File: src/design/oal_pkg.sv
// ----------------------------------------------------------------------------
// oal_pkg: shared types and constants of the ordered array list
// Holds list depth, operation and status codes and the cell broadcast word.
// ----------------------------------------------------------------------------
`default_nettype none

package oal_pkg;

    localparam int unsigned ListDepth = 16;
    localparam int unsigned IdxW      = $clog2(ListDepth);
    localparam int unsigned CntW      = $clog2(ListDepth + 1);
    localparam int unsigned ValW      = 32;
    localparam int unsigned PlaceW    = 5;
    localparam int unsigned StatW     = 2;
    localparam int unsigned OpW       = 2;

    localparam int unsigned InBits    = OpW + ValW + PlaceW;
    localparam int unsigned InW       = ((InBits + 7) / 8) * 8;
    localparam int unsigned OutBits   = StatW + ValW + IdxW + CntW;
    localparam int unsigned OutW      = ((OutBits + 7) / 8) * 8;

    localparam logic [OpW-1:0] OpInsert  = 2'd0;
    localparam logic [OpW-1:0] OpDelete  = 2'd1;
    localparam logic [OpW-1:0] OpClear   = 2'd2;
    localparam logic [OpW-1:0] OpDisplay = 2'd3;

    localparam logic [StatW-1:0] StOk      = 2'd0;
    localparam logic [StatW-1:0] StFull    = 2'd1;
    localparam logic [StatW-1:0] StEmpty   = 2'd2;
    localparam logic [StatW-1:0] StMissing = 2'd3;

    typedef enum logic [1:0] {
        CELL_HOLD,
        CELL_INSERT,
        CELL_DELETE,
        CELL_ROTATE
    } cell_cmd_t;

    // Broadcast to every cell of the row
    typedef struct packed {
        cell_cmd_t         cmd;
        logic [CntW-1:0]   pos;       // insert slot, already clamped to count
        logic [CntW-1:0]   hit;       // first matching slot on delete
        logic [CntW-1:0]   last_idx;  // final occupied slot on rotate
        logic [ValW-1:0]   value;
    } cell_bcast_t;

endpackage

`default_nettype wire

File: src/design/ordered_array_list_unit.sv
// ----------------------------------------------------------------------------
// ordered_array_list_unit: bounded ordered list in a row of shift cells
// Insert, delete by value, clear and display over a list of 32-bit words.
// ----------------------------------------------------------------------------
// Usage:
//   Input words arrive on s_axis (s_tdata: opcode, item_value, place). Each
//   result word leaves on m_axis (m_tdata: status, entry_value, entry_index,
//   count_after), with m_tlast on the final word of an operation.
//   Insert, delete and clear complete in the cycle they are accepted: all
//   cells compare and shift in parallel, so the result word is registered at
//   that edge. A new word is accepted each cycle as long as no display is
//   streaming and the output register is empty or being drained.
//   Display of N entries streams N words, one a cycle unless m_tready
//   stalls, by rotating the cell row towards the head; after N rotations
//   the row is back in order. The input stalls until the last word is
//   sent (one word for an empty list). Reset clears the count, display
//   state and output valid; cell contents are kept, read only below count.
//   A stall on m_tready holds the output word and, through s_tready, the
//   input; a display in progress simply pauses its rotation.
// ----------------------------------------------------------------------------
`default_nettype none

module ordered_array_list_unit (
    input  wire logic                       aclk,
    input  wire logic                       aresetn,
    input  wire logic                       s_tvalid,
    output logic                            s_tready,
    // [1:0] opcode, [33:2] item_value, [38:34] place, [39] zero
    input  wire logic [oal_pkg::InW-1:0]    s_tdata,
    output logic                            m_tvalid,
    input  wire logic                       m_tready,
    // [1:0] status, [33:2] entry_value, [37:34] entry_index,
    // [42:38] count_after, [47:43] zero
    output logic      [oal_pkg::OutW-1:0]   m_tdata,
    output logic                            m_tlast
);
    import oal_pkg::*;

    logic [OpW-1:0]    in_op;
    logic [ValW-1:0]   in_value;
    logic [PlaceW-1:0] in_place;

    assign in_op    = s_tdata[OpW-1:0];
    assign in_value = s_tdata[OpW +: ValW];
    assign in_place = s_tdata[OpW+ValW +: PlaceW];

    // control state
    logic [CntW-1:0] count_reg,   count_next;
    logic            disp_reg,    disp_next;
    logic [IdxW-1:0] didx_reg,    didx_next;
    logic            mvalid_reg,  mvalid_next;
    // output payload
    logic [StatW-1:0] mstat_reg,  mstat_next;
    logic [ValW-1:0]  mval_reg,   mval_next;
    logic [IdxW-1:0]  midx_reg,   midx_next;
    logic [CntW-1:0]  mcnt_reg,   mcnt_next;
    logic             mlast_reg,  mlast_next;

    cell_bcast_t               bcast;
    logic [ValW-1:0]           cell_data  [ListDepth];
    logic [ListDepth-1:0]      cell_match;
    logic [ValW-1:0]           left_in    [ListDepth];
    logic [ValW-1:0]           right_in   [ListDepth];

    logic            out_free;
    logic            in_acc;
    logic            found;
    logic [CntW-1:0] hit_idx;
    logic [CntW-1:0] last_slot;
    logic            disp_last;

    assign out_free = !mvalid_reg || m_tready;
    assign s_tready = !disp_reg && out_free;
    assign in_acc   = s_tvalid && s_tready;

    // first match below the count, lowest slot wins
    always_comb begin
        found   = 1'b0;
        hit_idx = '0;
        for (int i = ListDepth - 1; i >= 0; i--) begin
            if (cell_match[i] && (CntW'(i) < count_reg)) begin
                found   = 1'b1;
                hit_idx = CntW'(i);
            end
        end
    end

    assign last_slot = count_reg - CntW'(1);
    assign disp_last = ({1'b0, didx_reg} == last_slot);

    always_comb begin
        count_next  = count_reg;
        disp_next   = disp_reg;
        didx_next   = didx_reg;
        mvalid_next = mvalid_reg && !m_tready;
        mstat_next  = mstat_reg;
        mval_next   = mval_reg;
        midx_next   = midx_reg;
        mcnt_next   = mcnt_reg;
        mlast_next  = mlast_reg;

        bcast.cmd      = CELL_HOLD;
        bcast.pos      = (CntW'(in_place) > count_reg) ? count_reg : CntW'(in_place);
        bcast.hit      = hit_idx;
        bcast.last_idx = last_slot;
        bcast.value    = in_value;

        if (disp_reg) begin
            if (out_free) begin
                // emit the head, rotate the row by one
                bcast.cmd   = CELL_ROTATE;
                mvalid_next = 1'b1;
                mstat_next  = StOk;
                mval_next   = cell_data[0];
                midx_next   = didx_reg;
                mcnt_next   = count_reg;
                mlast_next  = disp_last;
                didx_next   = didx_reg + IdxW'(1);
                if (disp_last) begin
                    disp_next = 1'b0;
                end
            end
        end else if (in_acc) begin
            mvalid_next = 1'b1;
            mstat_next  = StOk;
            mval_next   = '0;
            midx_next   = '0;
            mlast_next  = 1'b1;
            case (in_op)
                OpInsert: begin
                    if (count_reg >= CntW'(ListDepth)) begin
                        mstat_next = StFull;
                    end else begin
                        bcast.cmd  = CELL_INSERT;
                        count_next = count_reg + CntW'(1);
                    end
                end
                OpDelete: begin
                    if (count_reg == '0) begin
                        mstat_next = StEmpty;
                    end else if (!found) begin
                        mstat_next = StMissing;
                    end else begin
                        bcast.cmd  = CELL_DELETE;
                        count_next = count_reg - CntW'(1);
                    end
                end
                OpClear: begin
                    count_next = '0;
                end
                OpDisplay: begin
                    if (count_reg == '0) begin
                        mstat_next = StEmpty;
                    end else begin
                        // no word this cycle; streaming starts next cycle
                        mvalid_next = 1'b0;
                        disp_next   = 1'b1;
                        didx_next   = '0;
                    end
                end
                default: mstat_next = StOk;
            endcase
            mcnt_next = count_next;
        end
    end

    always_ff @(posedge aclk) begin
        if (!aresetn) begin
            count_reg  <= '0;
            disp_reg   <= 1'b0;
            didx_reg   <= '0;
            mvalid_reg <= 1'b0;
        end else begin
            count_reg  <= count_next;
            disp_reg   <= disp_next;
            didx_reg   <= didx_next;
            mvalid_reg <= mvalid_next;
        end
        mstat_reg <= mstat_next;
        mval_reg  <= mval_next;
        midx_reg  <= midx_next;
        mcnt_reg  <= mcnt_next;
        mlast_reg <= mlast_next;
    end

    // row of cells, neighbours wired in order; ends see zero
    for (genvar g = 0; g < ListDepth; g++) begin : g_cell
        if (g == 0) begin : g_left_end
            assign left_in[g] = '0;
        end else begin : g_left
            assign left_in[g] = cell_data[g-1];
        end
        if (g == ListDepth - 1) begin : g_right_end
            assign right_in[g] = '0;
        end else begin : g_right
            assign right_in[g] = cell_data[g+1];
        end

        oal_cell #(
            .CellIdx (g)
        ) u_cell (
            .aclk       (aclk),
            .bcast      (bcast),
            .key        (in_value),
            .left_data  (left_in[g]),
            .right_data (right_in[g]),
            .head_data  (cell_data[0]),
            .data       (cell_data[g]),
            .match      (cell_match[g])
        );
    end

    assign m_tvalid = mvalid_reg;
    assign m_tlast  = mlast_reg;
    assign m_tdata  = {(OutW - OutBits)'(0), mcnt_reg, midx_reg, mval_reg, mstat_reg};

endmodule

`default_nettype wire

File: src/design/oal_cell.sv
// ----------------------------------------------------------------------------
// oal_cell: one slot of the list
// Holds one entry; takes its left or right neighbour, the head or a new value.
// ----------------------------------------------------------------------------
`default_nettype none

module oal_cell #(
    parameter int unsigned CellIdx = 0
) (
    input  wire logic                        aclk,
    input  wire oal_pkg::cell_bcast_t        bcast,
    input  wire logic [oal_pkg::ValW-1:0]    key,
    input  wire logic [oal_pkg::ValW-1:0]    left_data,
    input  wire logic [oal_pkg::ValW-1:0]    right_data,
    input  wire logic [oal_pkg::ValW-1:0]    head_data,
    output logic      [oal_pkg::ValW-1:0]    data,
    output logic                             match
);
    import oal_pkg::*;

    localparam logic [CntW-1:0] MyIdx = CntW'(CellIdx);

    logic [ValW-1:0] data_reg;
    logic [ValW-1:0] data_next;

    always_comb begin
        data_next = data_reg;
        case (bcast.cmd)
            CELL_INSERT: begin
                if (MyIdx == bcast.pos) begin
                    data_next = bcast.value;
                end else if (MyIdx > bcast.pos) begin
                    data_next = left_data;
                end
            end
            CELL_DELETE: begin
                // close the gap from the hit onwards
                if (MyIdx >= bcast.hit) begin
                    data_next = right_data;
                end
            end
            CELL_ROTATE: begin
                if (MyIdx == bcast.last_idx) begin
                    data_next = head_data;
                end else if (MyIdx < bcast.last_idx) begin
                    data_next = right_data;
                end
            end
            default: data_next = data_reg;
        endcase
    end

    always_ff @(posedge aclk) begin
        data_reg <= data_next;
    end

    assign data  = data_reg;
    // compare against the raw search key, not the broadcast word
    assign match = (data_reg == key);

endmodule

`default_nettype wire
File: config.mk
export PLATFORM = sky130hd
export DESIGN_NAME = ordered_array_list_unit
export DESIGN_NICKNAME = d
export VERILOG_FILES = /design/src/design/oal_pkg.sv /design/src/design/ordered_array_list_unit.sv /design/src/design/oal_cell.sv
export SDC_FILE = /design/constraint.sdc
export NUM_CORES = 2
export LEC_CHECK = 0
export BUFFER_PORTS_ARGS = -buffer_cell sky130_fd_sc_hd__buf_2
export CAP_MARGIN = 20
export CORE_UTILIZATION = 35
export CTS_CLUSTER_DIAMETER = 80
export DETAILED_ROUTE_END_ITERATION = 8
export PLACE_DENSITY_LB_ADDON = 0.12
export SYNTH_ARGS = -nofsm -noshare
export SYNTH_HDL_FRONTEND = slang
export SYNTH_SLANG_ARGS = --single-unit
File: constraint.sdc
create_clock -name aclk -period 7.85 [get_ports aclk]
set_clock_uncertainty 0.2 [all_clocks]
set_input_delay 0.3925 -clock aclk [delete_from_list [all_inputs] [get_ports aclk]]
set_output_delay 0.3925 -clock aclk [all_outputs]
set_load 0.005 [all_outputs]
==> results.cfg <==
[sta]
rsz0062_at_grt = false
fin_crit_sh = 0.747
setup_violations = 0
maxSlewHeadroom = 0.187
holdWs_ns = 0.0864
maxSlewViolCount = 0
fmax_mhz = 171
final-hold-violation-count = 0
tightest_slew_ns = 1.22
setup_ws_ns = 1.99
fin_tns_setup_ns = 0
finalCriticalPeriod_ns = 5.86

[cts]
cts_sinks = 567
clkSlewWorstSetupHoldPaths_ns = 0.06
cts_tree = done
cts_max_path_buffers = 3
clkLatencyLatePin_ns = 0.65
cts_made_buffers = 72
root_buffer = clkbuf_16
post_cts_buffers = 0
htree_levels = 3

[floorplan]
core_um2 = 109000
die_area_um2 = 111000
die_w_um = 333
io_pins = 95
die-height_um = 333
row_count = 121
initial_utilization = 0.353

[logic_synthesis]
ys_warn_count = 0
synthArstFlopShare = 0
synth_area_um2 = 38400
yosys.area.top_type_share = 0.435
synth_cells = 3965
synth_most_common_cell = nand2_1
yosysTopAreaCell = edfxtp_1
yosys-top-cells-count = nand2_1 (797), edfxtp_1 (556), a221o_1 (345)
ys_top_cells_by_area = edfxtp_1 (43%), a221o_1 (9.0%), nand2_1 (7.8%)
ys_seq_elements = 567
yosysSeqAreaShare = 0.441
yosys.cell_types.count = 72
synth_edf_count = 556
synthFlopType = edfxtp_1
syn-mean-instance-area_um2 = 9.68

[final_layout]
largest_reg_flops = 512
multi_input_area_um2 = 19300
final_layout_size_suffix_gt1_frac = 0.101
final_util = 0.385
final_nets = 3894
nFillCells = 10900
regArea_um2 = 16900
areaGrowthSynthToFinish_pct = 9.28

[placed_design]
routabilityCongestion = 0.950
dp_slack_ns = 1.98
portBuffers = 88
post-dp-hpwl_um = 122000

[setup_path]
crit_path_frequent_cell = buf_4
worstPathCellList = buf_4 -> nor3_1 -> a2111oi_0 -> nand3_1 -> nand4_4 -> o41ai_4 -> buf_4 -> nand2_8 -> buf_4 -> nor3_2 -> a221o_1
max_stage_delay_ns = 0.80
required_ns = 8.15
end_kind = flop
crit_fanout = 91
arrival_ns = 6.16
path_class = flop to flop
cp-start-kind = flop
cp_slowest_cell = o41ai_4

[global_route]
grt_max_degree = 168
grt_pass1_wl_um = 256000
antenna_found_initial = 4
grt_usage = 0.322
grt_pass1_vias = 32200
gr-total-overflow = 0

[hold_path]
hold_class = primary input to flop

[routing]
ant_nets = 0
num_vias = 33900
routed_wl_um = 184000
wire_per_inst_um = 34.7
drt_iter0_drc = 4912
first_pass_iters = 7
drc = 0
via_per_inst = 6.39

[pwr]
powerDensity_nw_per_um2 = 191
ir_drop_mv = 0.162
p_seq_frac = 0.455
pwr-share-comb = 0.141
leakagePower_nw = 15.0
clockPowerShare = 0.404
p_sw_mw = 2.32
intPower_mw = 5.70
switching_share = 0.289

[flow_run]
drv_cap = 0

[status]
status = finished clean
worst paths after layout:
kind / from / depth (start not counted) / end / slack, ns
worst max register to register: count_reg[4] / 11 / g_cell[1].u_cell.data[1] / 1.99
worst max-delay path: count_reg[4] / 11 / g_cell[1].u_cell.data[1] / 1.99
worst min-delay path: s_tdata[32] / 3 / g_cell[0].u_cell.data[30] / 0.09
worst min register to register: didx_reg[1] / 2 / didx_reg[1] / 0.34
cells in the final DEF, fill, tap and decap left out, types with 7 or more instances in the layout:
| cell | synthesis | layout |
|---|---|---|
| a31oi_1 | 8 | 7 |
| xnor2_1 | 312 | 312 |
| and3_1 | 37 | 34 |
| and2_1 | 46 | 45 |
| buf_4 | 37 | 146 |
| o21ai_0 | 158 | 158 |
| nor3_2 | 3 | 9 |
| nor3_1 | 32 | 24 |
| or3_1 | 7 | 7 |
| edfxtp_1 | 556 | 556 |
| mux2i_1 | 136 | 136 |
| a22oi_1 | 96 | 96 |
| a221oi_1 | 8 | 7 |
| nor2_2 | 0 | 7 |
| nand3_1 | 66 | 63 |
| o211ai_1 | 8 | 8 |
| clkbuf_1 | 243 | 15 |
| ha_1 | 12 | 12 |
| clkinv_1 | 1 | 22 |
| nor2b_1 | 7 | 7 |
| nand2_1 | 797 | 794 |
| nor2_1 | 63 | 54 |
| xor2_1 | 211 | 211 |
| a21oi_1 | 338 | 334 |
| dfxtp_1 | 11 | 11 |
| a221o_1 | 345 | 345 |
| clkbuf_16 | 0 | 73 |
| nand4_1 | 91 | 91 |
| nor4_1 | 58 | 57 |
| buf_2 | 90 | 88 |
| inv_1 | 20 | 20 |
power groups by stage:
stage / Clock (mW) / Combinational (mW) / Sequential (mW)
final: 3.24 / 1.13 / 3.65
after global routing: 3.36 / 1.19 / 3.65
after CTS: 3.27 / 1.10 / 3.64
after detailed placement: 0 / 1.10 / 3.71
after global placement: 0 / 1.09 / 3.71
after floorplan: 0 / 0.723 / 3.63
final cells by class:
type	count	area share
clock inverters	36	0.00653
diodes	4	0.000239
clock buffers	88	0.0449
inverters	21	0.00188
flip-flops and latches	567	0.403
multi-input cells	2929	0.459
well taps	1414	0.0422
repair buffers	247	0.0417
critical path, delay by kind of cell, from the launching register on:
kind            cells  cell delay [ns]
buf+inv             3             1.14
flops               1             0.36
compound gates      3             1.38
simple gates        5             2.54
routing by layer:
layer,global-route usage,routed length (um)
met5,0,0
met4,0.149,8890
met3,0.0559,17000
met2,0.494,82400
met1,0.441,75700
through the flow:
step	power, mW	instance area, um2	cells
floorplan	4.35	38400	3969
global placement	4.79	39600	5167
detailed placement	4.80	39600	5168
CTS	8.01	41900	5298
global route	8.20	42000	5302
finish	8.02	42000	5306
cells by family after synthesis:
logic type / share of synthesized area
AND/OR/NAND/NOR: 0.144
AO/OA/AOI/OAI: 0.191
flip-flops: 0.441
XOR/XNOR: 0.119
buffers and inverters: 0.0651
multiplexers: 0.0363
adder cells (fa/ha/maj): 0.00391
other: 0.0000977
timing repair:
item                                    4_1_cts  5_1_grt
endpoints found under the hold margin        12        0
endpoints found under the setup margin        0        0
resized for setup                             0        0
hold buffers                                  6        0
(Power assumes the default switching activity.)
